===== src/rtl/core/fpm_pkg.sv =====
// ----------------------------------------------------------------------------
// fpm_pkg: shared types and constants
// Widths, window depth and register codes for the frame performance monitor.
// ----------------------------------------------------------------------------
package fpm_pkg;

  localparam int DATA_W = 16;                   // every count, rate and average
  localparam int DIV_W  = 2 * DATA_W;           // serial divider dividend width
  localparam int STEP_W = $clog2(DATA_W + 1);   // divider step counter

  localparam int WINDOW = 60;                   // ring depth, 1..256
  localparam int POS_W  = (WINDOW > 1) ? $clog2(WINDOW) : 1;
  localparam int SUM_W  = $clog2(WINDOW * 65535 + 1);

  // floor(sum / WINDOW) as (sum * AVG_RECIP) >> AVG_SHIFT, exact for any
  // sum below 2**SUM_W since the reciprocal error stays under 2**(shift-SUM_W)
  localparam int AVG_SHIFT = SUM_W + $clog2(WINDOW);
  localparam int RECIP_W   = SUM_W + 1;
  localparam int PROD_W    = SUM_W + RECIP_W;
  localparam logic [RECIP_W-1:0] AVG_RECIP =
    RECIP_W'(((longint'(1) << AVG_SHIFT) + longint'(WINDOW) - 1) / longint'(WINDOW));

  localparam int ENTRY_W = 2 * DATA_W;          // ring word: {rate, count}

  localparam logic [DATA_W-1:0] RATE_NUMERATOR  = 16'd10000;
  localparam logic [DATA_W-1:0] RATE_SATURATION = 16'hFFFF;
  localparam logic [DATA_W-1:0] PERIOD_RESET    = 16'd32768;
  localparam logic [DATA_W-1:0] OFFSET_RESET    = 16'd10950;

  localparam int CFG_IDX_W = 1;
  localparam logic [CFG_IDX_W-1:0] REG_TIMER_PERIOD = 1'b0;
  localparam logic [CFG_IDX_W-1:0] REG_COUNT_OFFSET = 1'b1;

  typedef enum logic [5:0] {
    S_IDLE  = 6'b000001,
    S_ALIGN = 6'b000010,
    S_COUNT = 6'b000100,
    S_DIVA  = 6'b001000,
    S_RATE  = 6'b010000,
    S_OUT   = 6'b100000
  } fpm_state_t;

endpackage


===== src/rtl/core/fpm_ring_ram.sv =====
// ----------------------------------------------------------------------------
// fpm_ring_ram: single-port-write, single-port-read synchronous RAM
// One write and one registered read per cycle.
// ----------------------------------------------------------------------------
module fpm_ring_ram #(
  parameter int WIDTH  = 32,
  parameter int DEPTH  = 60,
  parameter int ADDR_W = 6
) (
  input  logic              clk,
  input  logic              we,
  input  logic [ADDR_W-1:0] waddr,
  input  logic [WIDTH-1:0]  wdata,
  input  logic [ADDR_W-1:0] raddr,
  output logic [WIDTH-1:0]  rdata
);

  logic [WIDTH-1:0] mem [DEPTH];

  always_ff @(posedge clk) begin
    if (we) begin
      mem[waddr] <= wdata;
    end
  end

  always_ff @(posedge clk) begin
    rdata <= mem[raddr];
  end

endmodule


===== src/rtl/core/fpm_serial_div.sv =====
// ----------------------------------------------------------------------------
// fpm_serial_div: restoring divider, one quotient bit per cycle
// Produces a DATA_W-bit quotient. The upper half of the
// dividend must be below the divisor (quotient fits DATA_W bits).
// ----------------------------------------------------------------------------
module fpm_serial_div
  import fpm_pkg::*;
(
  input  logic              clk,
  input  logic              rst,
  input  logic              start,
  input  logic [DIV_W-1:0]  dividend,
  input  logic [DATA_W-1:0] divisor,
  output logic              busy,
  output logic [DATA_W-1:0] quotient
);

  logic [DATA_W-1:0] rem;
  logic [DATA_W-1:0] shift;      // low dividend bits out, quotient bits in
  logic [DATA_W-1:0] dsr;
  logic [STEP_W-1:0] step;
  logic [DATA_W:0]   rem_sh;
  logic [DATA_W:0]   rem_diff;
  logic              fits;

  assign rem_sh   = {rem, shift[DATA_W-1]};
  assign rem_diff = rem_sh - {1'b0, dsr};
  assign fits     = (rem_sh >= {1'b0, dsr});
  assign quotient = shift;

  always_ff @(posedge clk) begin
    if (rst) begin
      busy <= 1'b0;
      step <= '0;
    end else if (start) begin
      busy <= 1'b1;
      step <= STEP_W'(DATA_W);
    end else if (busy) begin
      step <= step - 1'b1;
      if (step == STEP_W'(1)) begin
        busy <= 1'b0;
      end
    end
  end

  always_ff @(posedge clk) begin
    if (start) begin
      rem   <= dividend[DIV_W-1:DATA_W];
      shift <= dividend[DATA_W-1:0];
      dsr   <= divisor;
    end else if (busy) begin
      rem   <= fits ? rem_diff[DATA_W-1:0] : rem_sh[DATA_W-1:0];
      shift <= {shift[DATA_W-2:0], fits};
    end
  end

endmodule


===== src/rtl/core/frame_performance_monitor_core.sv =====
// ----------------------------------------------------------------------------
// frame_performance_monitor_core: per-frame timing monitor
// Aligns the frame timer reading, tracks its min/max, derives a frame rate
// and keeps WINDOW-deep moving averages of both values in a ring RAM.
// ----------------------------------------------------------------------------
//
//  channel   | dir | handshake              | payload
//  ----------+-----+------------------------+----------------------------------
//  s_axis    | in  | s_axis_tvalid/tready   | tdata: timer_count, elapsed_time
//  m_axis    | out | m_axis_tvalid/tready   | tdata: 6 x 16b results, tuser: sat
//  cfg       | in  | cfg_we (no wait)       | cfg_index, cfg_data
//
//  Sequencing: one transaction at a time, stepping S_ALIGN, S_COUNT, S_DIVA,
//    S_RATE and S_OUT before the result loads the output register; S_DIVA
//    waits on the 16-step serial rate divider. Both averages come from a
//    reciprocal multiply of the running sums.
//  Reset: rst clears min/max, sums, ring position and the per-entry valid
//    bits at once; no clearing pass over the ring RAM is needed.
//  Stalls: a new transaction is accepted while the previous result still
//    waits in the output register; the block holds in S_OUT only if that
//    result has still not been taken when the next one is done.
//  The ring is read and written at the same entry only within one
//    transaction, read first, so no forwarding path exists.
//
module frame_performance_monitor_core
  import fpm_pkg::*;
(
  input  logic                 clk,
  input  logic                 rst,
  // configuration
  input  logic                 cfg_we,
  input  logic [CFG_IDX_W-1:0] cfg_index,
  input  logic [DATA_W-1:0]    cfg_data,
  // input stream
  input  logic                 s_axis_tvalid,
  output logic                 s_axis_tready,
  input  logic [31:0]          s_axis_tdata,   // timer_count, elapsed_time
  // output stream
  output logic                 m_axis_tvalid,
  input  logic                 m_axis_tready,
  output logic [95:0]          m_axis_tdata,   // adjusted_count, min_count,
                                               // max_count, count_average,
                                               // rate_value, rate_average
  output logic                 m_axis_tuser    // rate_saturated
);

  fpm_state_t state;

  // config registers
  logic [DATA_W-1:0] timer_period;
  logic [DATA_W-1:0] count_offset;

  // transaction payload
  logic [DATA_W-1:0] raw_q;
  logic [DATA_W-1:0] elapsed_q;
  logic [DATA_W-1:0] adj_q;
  logic [DATA_W-1:0] rate_q;
  logic [DATA_W-1:0] old_rate_q;

  // running state
  logic [DATA_W-1:0] min_seen;
  logic [DATA_W-1:0] max_seen;
  logic [POS_W-1:0]  pos;
  logic [WINDOW-1:0] ring_valid;
  logic [SUM_W-1:0]  count_sum;
  logic [SUM_W-1:0]  rate_sum;

  // alignment and sum updates
  logic [DATA_W-1:0] align_sum;
  logic [DATA_W-1:0] adj_calc;
  logic [DATA_W-1:0] old_count;
  logic [DATA_W-1:0] old_rate;
  logic [DATA_W-1:0] rate_val;
  logic [SUM_W-1:0]  count_sum_next;
  logic [SUM_W-1:0]  rate_sum_next;

  // window averages
  logic [PROD_W-1:0] count_prod;
  logic [PROD_W-1:0] rate_prod;
  logic [DATA_W-1:0] count_avg;
  logic [DATA_W-1:0] rate_avg;

  // ring RAM
  logic               ram_we;
  logic [ENTRY_W-1:0] ram_wdata;
  logic [ENTRY_W-1:0] ram_rdata;

  // rate divider
  logic              rdiv_start, rdiv_busy;
  logic [DATA_W-1:0] rdiv_q;

  logic in_accept;
  logic out_load;

  assign in_accept     = s_axis_tvalid && s_axis_tready;
  assign s_axis_tready = (state == S_IDLE);
  assign out_load      = (state == S_OUT) && (!m_axis_tvalid || m_axis_tready);

  // offset alignment, 16-bit wrap, then one conditional period subtract
  assign align_sum = raw_q + timer_period - count_offset;
  assign adj_calc  = (align_sum > timer_period) ? align_sum - timer_period : align_sum;

  // entries never written read as zero
  assign old_count = ring_valid[pos] ? ram_rdata[DATA_W-1:0] : '0;
  assign old_rate  = ring_valid[pos] ? ram_rdata[ENTRY_W-1:DATA_W] : '0;

  assign rate_val = (elapsed_q == '0) ? RATE_SATURATION : rdiv_q;

  assign count_sum_next = count_sum - SUM_W'(old_count) + SUM_W'(adj_q);
  assign rate_sum_next  = rate_sum - SUM_W'(old_rate_q) + SUM_W'(rate_val);

  // floor(sum / WINDOW) by reciprocal multiply of the registered sums
  assign count_prod = PROD_W'(count_sum) * PROD_W'(AVG_RECIP);
  assign rate_prod  = PROD_W'(rate_sum) * PROD_W'(AVG_RECIP);
  assign count_avg  = count_prod[AVG_SHIFT +: DATA_W];
  assign rate_avg   = rate_prod[AVG_SHIFT +: DATA_W];

  assign ram_we    = (state == S_RATE);
  assign ram_wdata = {rate_val, adj_q};

  assign rdiv_start = (state == S_ALIGN);

  // configuration writes
  always_ff @(posedge clk) begin
    if (rst) begin
      timer_period <= PERIOD_RESET;
      count_offset <= OFFSET_RESET;
    end else if (cfg_we) begin
      case (cfg_index)
        REG_TIMER_PERIOD: timer_period <= cfg_data;
        REG_COUNT_OFFSET: count_offset <= cfg_data;
        default: ;
      endcase
    end
  end

  // sequencer and running state
  always_ff @(posedge clk) begin
    if (rst) begin
      state      <= S_IDLE;
      min_seen   <= '1;
      max_seen   <= '0;
      pos        <= '0;
      ring_valid <= '0;
      count_sum  <= '0;
      rate_sum   <= '0;
    end else begin
      case (state)
        S_IDLE: begin
          if (in_accept) begin
            state <= S_ALIGN;
          end
        end
        S_ALIGN: begin
          // ring read of pos issued this cycle, rate divide started
          if (adj_calc > max_seen) max_seen <= adj_calc;
          if (adj_calc < min_seen) min_seen <= adj_calc;
          state <= S_COUNT;
        end
        S_COUNT: begin
          count_sum <= count_sum_next;
          state     <= S_DIVA;
        end
        S_DIVA: begin
          if (!rdiv_busy) begin
            state <= S_RATE;
          end
        end
        S_RATE: begin
          rate_sum        <= rate_sum_next;
          ring_valid[pos] <= 1'b1;
          pos   <= (pos == POS_W'(WINDOW - 1)) ? '0 : pos + 1'b1;
          state <= S_OUT;
        end
        S_OUT: begin
          if (out_load) begin
            state <= S_IDLE;
          end
        end
        default: state <= S_IDLE;
      endcase
    end
  end

  // payload registers
  always_ff @(posedge clk) begin
    if (in_accept) begin
      raw_q     <= s_axis_tdata[15:0];
      elapsed_q <= s_axis_tdata[31:16];
    end
    if (state == S_ALIGN) begin
      adj_q <= adj_calc;
    end
    if (state == S_COUNT) begin
      old_rate_q <= old_rate;
    end
    if (state == S_RATE) begin
      rate_q <= rate_val;
    end
  end

  // output register
  always_ff @(posedge clk) begin
    if (rst) begin
      m_axis_tvalid <= 1'b0;
    end else if (out_load) begin
      m_axis_tvalid <= 1'b1;
    end else if (m_axis_tready) begin
      m_axis_tvalid <= 1'b0;
    end
  end

  always_ff @(posedge clk) begin
    if (out_load) begin
      m_axis_tdata <= {rate_avg, rate_q, count_avg, max_seen, min_seen, adj_q};
      m_axis_tuser <= (elapsed_q == '0);
    end
  end

  fpm_ring_ram #(
    .WIDTH  (ENTRY_W),
    .DEPTH  (WINDOW),
    .ADDR_W (POS_W)
  ) u_ring (
    .clk   (clk),
    .we    (ram_we),
    .waddr (pos),
    .wdata (ram_wdata),
    .raddr (pos),
    .rdata (ram_rdata)
  );

  fpm_serial_div u_rate_div (
    .clk      (clk),
    .rst      (rst),
    .start    (rdiv_start),
    .dividend (DIV_W'(RATE_NUMERATOR)),
    .divisor  (elapsed_q),
    .busy     (rdiv_busy),
    .quotient (rdiv_q)
  );

`ifndef SYNTHESIS
  a_ready_no_div: assert property (@(posedge clk) disable iff (rst)
    s_axis_tready |-> !rdiv_busy)
    else $error("input ready while the divider is busy");

  a_pos_range: assert property (@(posedge clk) disable iff (rst)
    pos <= POS_W'(WINDOW - 1))
    else $error("ring position out of range");

  a_sum_bound: assert property (@(posedge clk) disable iff (rst)
    (count_sum <= SUM_W'(WINDOW * 65535)) && (rate_sum <= SUM_W'(WINDOW * 65535)))
    else $error("running sum exceeds ring capacity");

  a_write_marks_valid: assert property (@(posedge clk) disable iff (rst)
    ram_we |=> ring_valid[$past(pos)])
    else $error("ring entry written but not marked valid");

  a_out_no_overwrite: assert property (@(posedge clk) disable iff (rst)
    m_axis_tvalid && !m_axis_tready |=> !$past(out_load))
    else $error("pending result overwritten");
`endif

endmodule

===== config.mk =====
export PLATFORM = sky130hd
export DESIGN_NAME = frame_performance_monitor_core
export DESIGN_NICKNAME = d
export VERILOG_FILES = /design/src/rtl/core/fpm_pkg.sv /design/src/rtl/core/fpm_ring_ram.sv /design/src/rtl/core/fpm_serial_div.sv /design/src/rtl/core/frame_performance_monitor_core.sv
export SDC_FILE = /design/constraint.sdc
export NUM_CORES = 2
export LEC_CHECK = 0
export BUFFER_PORTS_ARGS = -buffer_cell sky130_fd_sc_hd__buf_2
export CORE_ASPECT_RATIO = 1.4
export CORE_MARGIN = 2
export CORE_UTILIZATION = 50
export DETAILED_ROUTE_END_ITERATION = 8
export PLACE_DENSITY = 0.69
export SLEW_MARGIN = 20
export SYNTH_ARGS = -nofsm -noshare
export SYNTH_HDL_FRONTEND = slang
export SYNTH_SLANG_ARGS = --single-unit

===== constraint.sdc =====
create_clock -name clk -period 7.73 [get_ports clk]
set_input_delay 1.1595 -clock clk [delete_from_list [all_inputs] [get_ports clk]]
set_output_delay 1.1595 -clock clk [all_outputs]
set_load 0.01 [all_outputs]

## Yosys cells after proc, flatten, opt, wreduce, memory -nomap -nowiden

Memory sizes are Yosys's and may differ from the RTL's. A register that Yosys moved wholly into a read port is not among the register bits.
Cells that the tools add are included.

- Bits in registers: 412
- RAM bits: 1,920
- Input port bits: 54
- Memories: 1

- Add/subtract/negate cells: 10
- $mul: 2
- Order comparisons: 6
- Equal/unequal tests: 11
- Muxes and demuxes: 22
- Bitwise gates (word level): 2
- Reduce and logical (&&, ||, !) cells: 14

Memory list:

| memory | depth | bits a word | read ports | clocked after Yosys merged registers in | wr ports | RTL line | source |
|---|---|---|---|---|---|---|---|
| u_ring.mem | 60 | 32 | 1 | 1 | 1 | fpm_ring_ram.sv:18 | `logic [WIDTH-1:0] mem [DEPTH];` |

Operator list:

| cell | count |
|---|---|
| $mul 22x23->44 const B | 2 |
| $mux 16 | 4 |
| $or 60x60->60 | 1 |
| $sub 16x16->16 | 3 |
| $add 22x16->22 | 2 |
| $sub 22x16->22 | 2 |
| $pmux 6 s6 | 1 |
| $gt 16x16->1 | 2 |
| $mux 6 | 4 |
| $ge 17x16->1 | 1 |
| $add 16x16->16 | 1 |
| $logic_not 16->1 | 1 |
| $lt 16x16->1 | 1 |
| $eq 6x6->1 const B | 2 |
| $mux 5 | 2 |
| $mux 1 | 9 |
| $reduce_and 2->1 | 4 |
| $lt 6x7->1 const B | 1 |
| $add 6x1->6 const B | 1 |
| $bmux 1 s6 | 1 |
| $demux 1 s6 | 1 |
| $eq 6x1->1 const B | 1 |
| $eq 6x2->1 const B | 1 |
| $eq 6x3->1 const B | 1 |
| other kinds (14) | 18 |

## Longest topological paths before layout

- Word-level depth: 6
- Mapped depth: 35

## By module

Synthesis repeated with hierarchy kept, for this count alone.

- Cell total of the unflattened synthesis: 6,259
- Area, all modules: 104,142.4 sq um

Modules (own cells, without submodules):

| module | instances | cells an instance | area an instance (sq um) | seq. area each (sq um) |
|---|---|---|---|---|
| fpm_ring_ram | 1 | 3,264 | 73,803.3 | 58,295.9 |
| frame_performance_monitor_core | 1 | 2,723 | 27,179.8 | 8,938.6 |
| fpm_serial_div | 1 | 272 | 3,159.3 | 1,561.5 |

## Worst setup path after synthesis

No wires, ideal clock.

- Path type: register to register
- From: register timer_period[1]
- To: register min_seen[10]
- Library setup time: 0.129 ns
- Arrival time: 6.104 ns
- Required time: 7.601 ns
- Setup slack: 1.496 ns
- Stages on the path, launching flop included: 32
- Buffers on the path: 4
- Clock period less this slack: 6.234 ns
- Path through: dfxtp_1 > inv_1 > fa_1 > inv_1 > fa_1 > a21oi_1 > o21ai_1 > o41ai_1 > o2111ai_1 > a21o_1 > o22a_1 > xor2_1 > ha_1 > nand3_1 > o21ai_0 > a221oi_2 > or2_2 > buf_2 > buf_2 > o21ai_1 > ha_1 > and4_1 > a21oi_1 > a21oi_1 > a211oi_1 > o211ai_1 > nor4b_2 > nor3_1 > buf_2 > buf_6 > mux2i_1 > nand2_1

- Cells in the longest elaborated chain, start to end: 6

RTL lines:

| element | RTL line | source |
|---|---|---|
| start: declaration | frame_performance_monitor_core.sv:50 | `logic [DATA_W-1:0] timer_period;` |
| start signal: assignment | frame_performance_monitor_core.sv:130 | `REG_TIMER_PERIOD: timer_period <= cfg_data;` |
| $add 16x16->16 | frame_performance_monitor_core.sv:100 | `assign align_sum = raw_q + timer_period - count_offset;` |
| $sub 16x16->16 | frame_performance_monitor_core.sv:100 |  |
| $sub 16x16->16 / $gt 16x16->1 (equally long branches) | frame_performance_monitor_core.sv:101 | `assign adj_calc = (align_sum > timer_period) ? align_sum - timer_period : align_sum;` |
| $mux 16 * | frame_performance_monitor_core.sv:101 |  |
| named net adj_calc[5] | frame_performance_monitor_core.sv:70 | `logic [DATA_W-1:0] adj_calc;` |
| $lt 16x16->1 * | frame_performance_monitor_core.sv:157 | `if (adj_calc < min_seen) min_seen <= adj_calc;` |
| $reduce_and 2->1 (no line) * | - |  |
| end signal: assignment | frame_performance_monitor_core.sv:157 |  |
| end: declaration | frame_performance_monitor_core.sv:61 | `logic [DATA_W-1:0] min_seen;` |

The timed path passes the listed nets; every way through them passes the cells marked *.
A chain may end at the register's enable or synchronous reset.

## Worst setup path after layout

- From: register raw_q[0]
- To: register min_seen[8]

- Cells in the longest elaborated chain, start to end: 6

RTL lines:

| element | RTL line | source |
|---|---|---|
| start: declaration | frame_performance_monitor_core.sv:54 | `logic [DATA_W-1:0] raw_q;` |
| start signal: assignment | frame_performance_monitor_core.sv:188 | `raw_q <= s_axis_tdata[15:0];` |
| $add 16x16->16 * | frame_performance_monitor_core.sv:100 |  |
| $sub 16x16->16 * | frame_performance_monitor_core.sv:100 |  |
| $sub 16x16->16 / $gt 16x16->1 (equally long branches) | frame_performance_monitor_core.sv:101 |  |
| $mux 16 * | frame_performance_monitor_core.sv:101 |  |
| named net adj_calc[11] | frame_performance_monitor_core.sv:70 |  |
| $lt 16x16->1 * | frame_performance_monitor_core.sv:157 |  |
| $reduce_and 2->1 (no line) * | - |  |

Marks and branches as above.

==> impl_metrics.toml <==
[yosys]
leading_cell_type_by_number_of_instances_after_synthesis = "sky130_fd_sc_hd__edfxtp_1"
synth_area_per_cell_sq_um = 15.15
synth.top_cells.by_area = "sky130_fd_sc_hd__edfxtp_1, sky130_fd_sc_hd__ha_1, sky130_fd_sc_hd__dfxtp_1, sky130_fd_sc_hd__a22oi_1, sky130_fd_sc_hd__fa_1"
yosysTopAreaCell = "sky130_fd_sc_hd__edfxtp_1"
synth_commonest_cells = "sky130_fd_sc_hd__edfxtp_1, sky130_fd_sc_hd__a22oi_1, sky130_fd_sc_hd__inv_1, sky130_fd_sc_hd__ha_1, sky130_fd_sc_hd__nor2_1"
syn-cell-area_sq_um = 99490
syn-num-nets = 7252
postSynth.topFlopCell = "sky130_fd_sc_hd__edfxtp_1"
synth-edff-count = 2113
gate_count_of_the_mapped_netlist = 6567
asyncSetResetFlopFracSynth_pct = 0
netlist.area_leader.share_pct = 63.78
synth-warning-count = 0
ys_types = 76
ys_seq_area_share_pct = 68.83
synth_seq_cells = 2364

[clocking]
clk_path_buf_depth = 4
cts-htree-levels = 4
tritoncts_num_sinks = 2364
cts_buffers = 207
post_cts_hold_buffer_count = 0
cts_tree = "done"
clock_latency_ns = 0.86
clk_pin_slew_ns = 0.07
clockRootBuffer = "sky130_fd_sc_hd__clkbuf_16"

[timing]
timing_max_transition_violations_final = 0
final_critical_path_setup_slack_ns = 0.5816
fin_tns_setup_ns = 0
fmaxAchievable_mhz = 139.9
finalHoldViolCount = 0
max_slew_margin_pct = 25.14
worst_pin_slew_ns = 1.113
fin_crit_ns = 7.148
final-setup-viol-count = 0
grt_setup_unrepaired = "false"
skew_ns = 0.06782
final_min_period_over_clock_period_pct = 92.48

[critical_path]
timing.critical_path.slowest_cell_delay_ns = 0.70
critPathArrivalTime_ns = 7.85
crit_slowest_cell = "sky130_fd_sc_hd__o21ai_0"
reg2reg_to = "min_seen[8]$_SDFFE_PP1P_"
reg2reg_depth = 28
critPathCaptureType = "flip-flop"
r2r_start = "raw_q[0]$_DFFE_PP_"
setup.worst_path.class = "reg -> reg"
crit_path_max_fanout = 20
cp-start-kind = "flip-flop"
r2r_setup_slack_ns = 0.58
critPathLaunch = "raw_q[0]$_DFFE_PP_"
crit_path_frequent_cell = "sky130_fd_sc_hd__ha_1"
critPathRequiredTime_ns = 8.43

[flow_run]
maxCapViolations = 0

[route]
routedWlPerCell_um = 28.50
post-route-drc-count = 0
routed_wire_length_um = 274400
drtAntennaViolNets = 0
drt_pass1_iterations = 6
post_drt_via_cell_ratio = 6.278
detail_route.iter0.violations = 7081
via_count = 60460

[power_and_ir_drop]
internal_power_w = 0.02210
power.sequential.fraction_pct = 50.8
irDropWorstVdd_mv = 0.2355
netSwitchingFraction_pct = 26.26
p_switching_w = 0.007872
total_leakage_power_nw = 39.07
comb_power_share_pct = 15.5
clockPowerShare_pct = 33.7
pwr_density_cell_nw_per_um2 = 270.4
finalPower_w = 0.02997

[die]
die_w_um = 381
die_height_um = 531.8
rows = 193
core_region_area_sq_um = 197500
fp.dieArea_sq_um = 202600
boundary_pin_count = 153
initial_utilization_pct = 50.37

[global_route]
global_route.overflow_total = 0
first_global_vias = 60410
global_route.usage.total_pct = 26.55
grt_pass1_wl_um = 399300
pin_count_of_the_biggest_net_entering_global_routing = 95
antenna_found_initial = 13

[place]
hpwl_um = 168500
post-place-ws_ns = 0.4300
placement.io_buffers = 152
routabilityCongestion = 0.8718

[cells_and_area]
area_of_all_sequential_standard_cells_sq_um = 68490
multi_input_area_sq_um = 28470
area_growth_syn_to_layout_pct = 11.43
final_core_util_pct = 56.12
nNetsFinal = 7497
filler_cell_count = 15380
layout-drive-gt1-share_pct = 11.57

[min_path]
timing.hold.worst_endpoint = "m_axis_tdata[64]$_DFFE_PP_"
cells_on_worst_hold_path = 0
hold_class = "reg -> reg"
hold_path_startpoint = "rate_q[0]$_DFFE_PP_"

[status]
outcome = "finished clean"
==> worst max path at each step <==
stage | depth (start not counted) | endpoint
2_1_floorplan | 31 | min_seen[10]$_SDFFE_PP1P_
3_3_place_gp | 26 | max_seen[11]$_SDFFE_PP0P_
3_5_place_dp | 26 | max_seen[9]$_SDFFE_PP0P_
4_1_cts | 26 | max_seen[9]$_SDFFE_PP0P_
5_1_grt | 28 | min_seen[11]$_SDFFE_PP1P_
6_report | 28 | min_seen[8]$_SDFFE_PP1P_
==> cell usage in the layout, fill, tap and decap left out, drive strengths merged, types with 15 or more instances in the layout <==
cell type and n:
a21oi 249, o21ai 113, fa 171, clkinv 88
a31oi 138, ha 460, mux4 39, mux2i 74
a21o 39, edfxtp 2113, mux2 22, inv 466
nor2 338, nor3 39, a22o 145, o21a 30
a41oi 29, nand4 79, a221oi 144, diode 15
a211oi 38, nand2b 16, nand3 55, o211ai 44
buf 345, nand2 231, nor2b 64, clkbuf 275
a22oi 577, nor4 36, xnor2 71, xor2 38
dfxtp 251
==> power by group through the flow <==
stage	clock, W	combinational (W)	sequential, W
finish	0.0101	0.00464	0.0152
global route	0.0106	0.00515	0.0152
CTS	0.0102	0.00461	0.0152
detailed placement	0	0.00458	0.0155
global placement	0	0.00445	0.0155
floorplan	0	0.00306	0.0156
==> per-stage QoR <==
stage               hold slack [ns]  area (sq um)  std cells
detailed placement           0.4045        104300       9234
CTS                          0.4198        110800       9615
floorplan                    0.4003         99490       6567
global placement             0.4011        104300       9234
finish                       0.4184        110900       9631
global route                 0.4259        110800       9621
==> metal layers <==
metal  wire, um  GRT usage [%]
met5         24              0
met3      24340          4.110
met1      96850          31.99
met2     139100          46.71
met4      14090          12.39
==> sequential cells by signal (all words and copies together), names as in the netlist, 16 cells and up <==
register	count
max_seen	16
m_axis_tdata	96
rate_sum	22
u_rate_div.dsr	16
rate_q	16
old_rate_q	16
u_ring.rdata	32
adj_q	16
elapsed_q	16
u_rate_div.rem	16
raw_q	16
count_offset	16
ring_valid	60
u_ring.mem	1920
count_sum	22
u_rate_div.quotient	16
min_seen	16
timer_period	16
==> worst max-delay path, delay by kind of cell (launching register included) <==
| family | cells | cell delay, ns |
|---|---|---|
| XOR/XNOR | 1 | 0.13 |
| adder cells (fa/ha/maj) | 5 | 1.69 |
| AO/OA/AOI/OAI | 12 | 2.92 |
| buffers and inverters | 3 | 0.40 |
| AND/OR/NAND/NOR | 6 | 1.32 |
| flip-flops | 1 | 0.32 |
| multiplexers | 1 | 0.21 |
==> cell type report <==
class	instances	share of cell area, %
multi-input cells	3425	25.69
well taps	2632	2.971
clock inverters	107	0.8623
clock buffers	274	5.018
flip-flops and latches	2364	61.78
repair buffers	346	2.062
diodes	15	0.03386
inverters	468	1.586
==> kinds of logic after synthesis <==
logic type / share of synthesized area, %
AO/OA/AOI/OAI: 11.67
XOR/XNOR: 0.9596
multiplexers: 1.876
buffers and inverters: 3.099
AND/OR/NAND/NOR: 4.340
adder cells (fa/ha/maj): 9.226
flip-flops: 68.83
==> repair_timing <==
item,4_1_cts,5_1_grt
resized for setup,0,1
buffers inserted,0,0
setup endpoints to repair,0,15
Power figures use the tool's default switching activity.
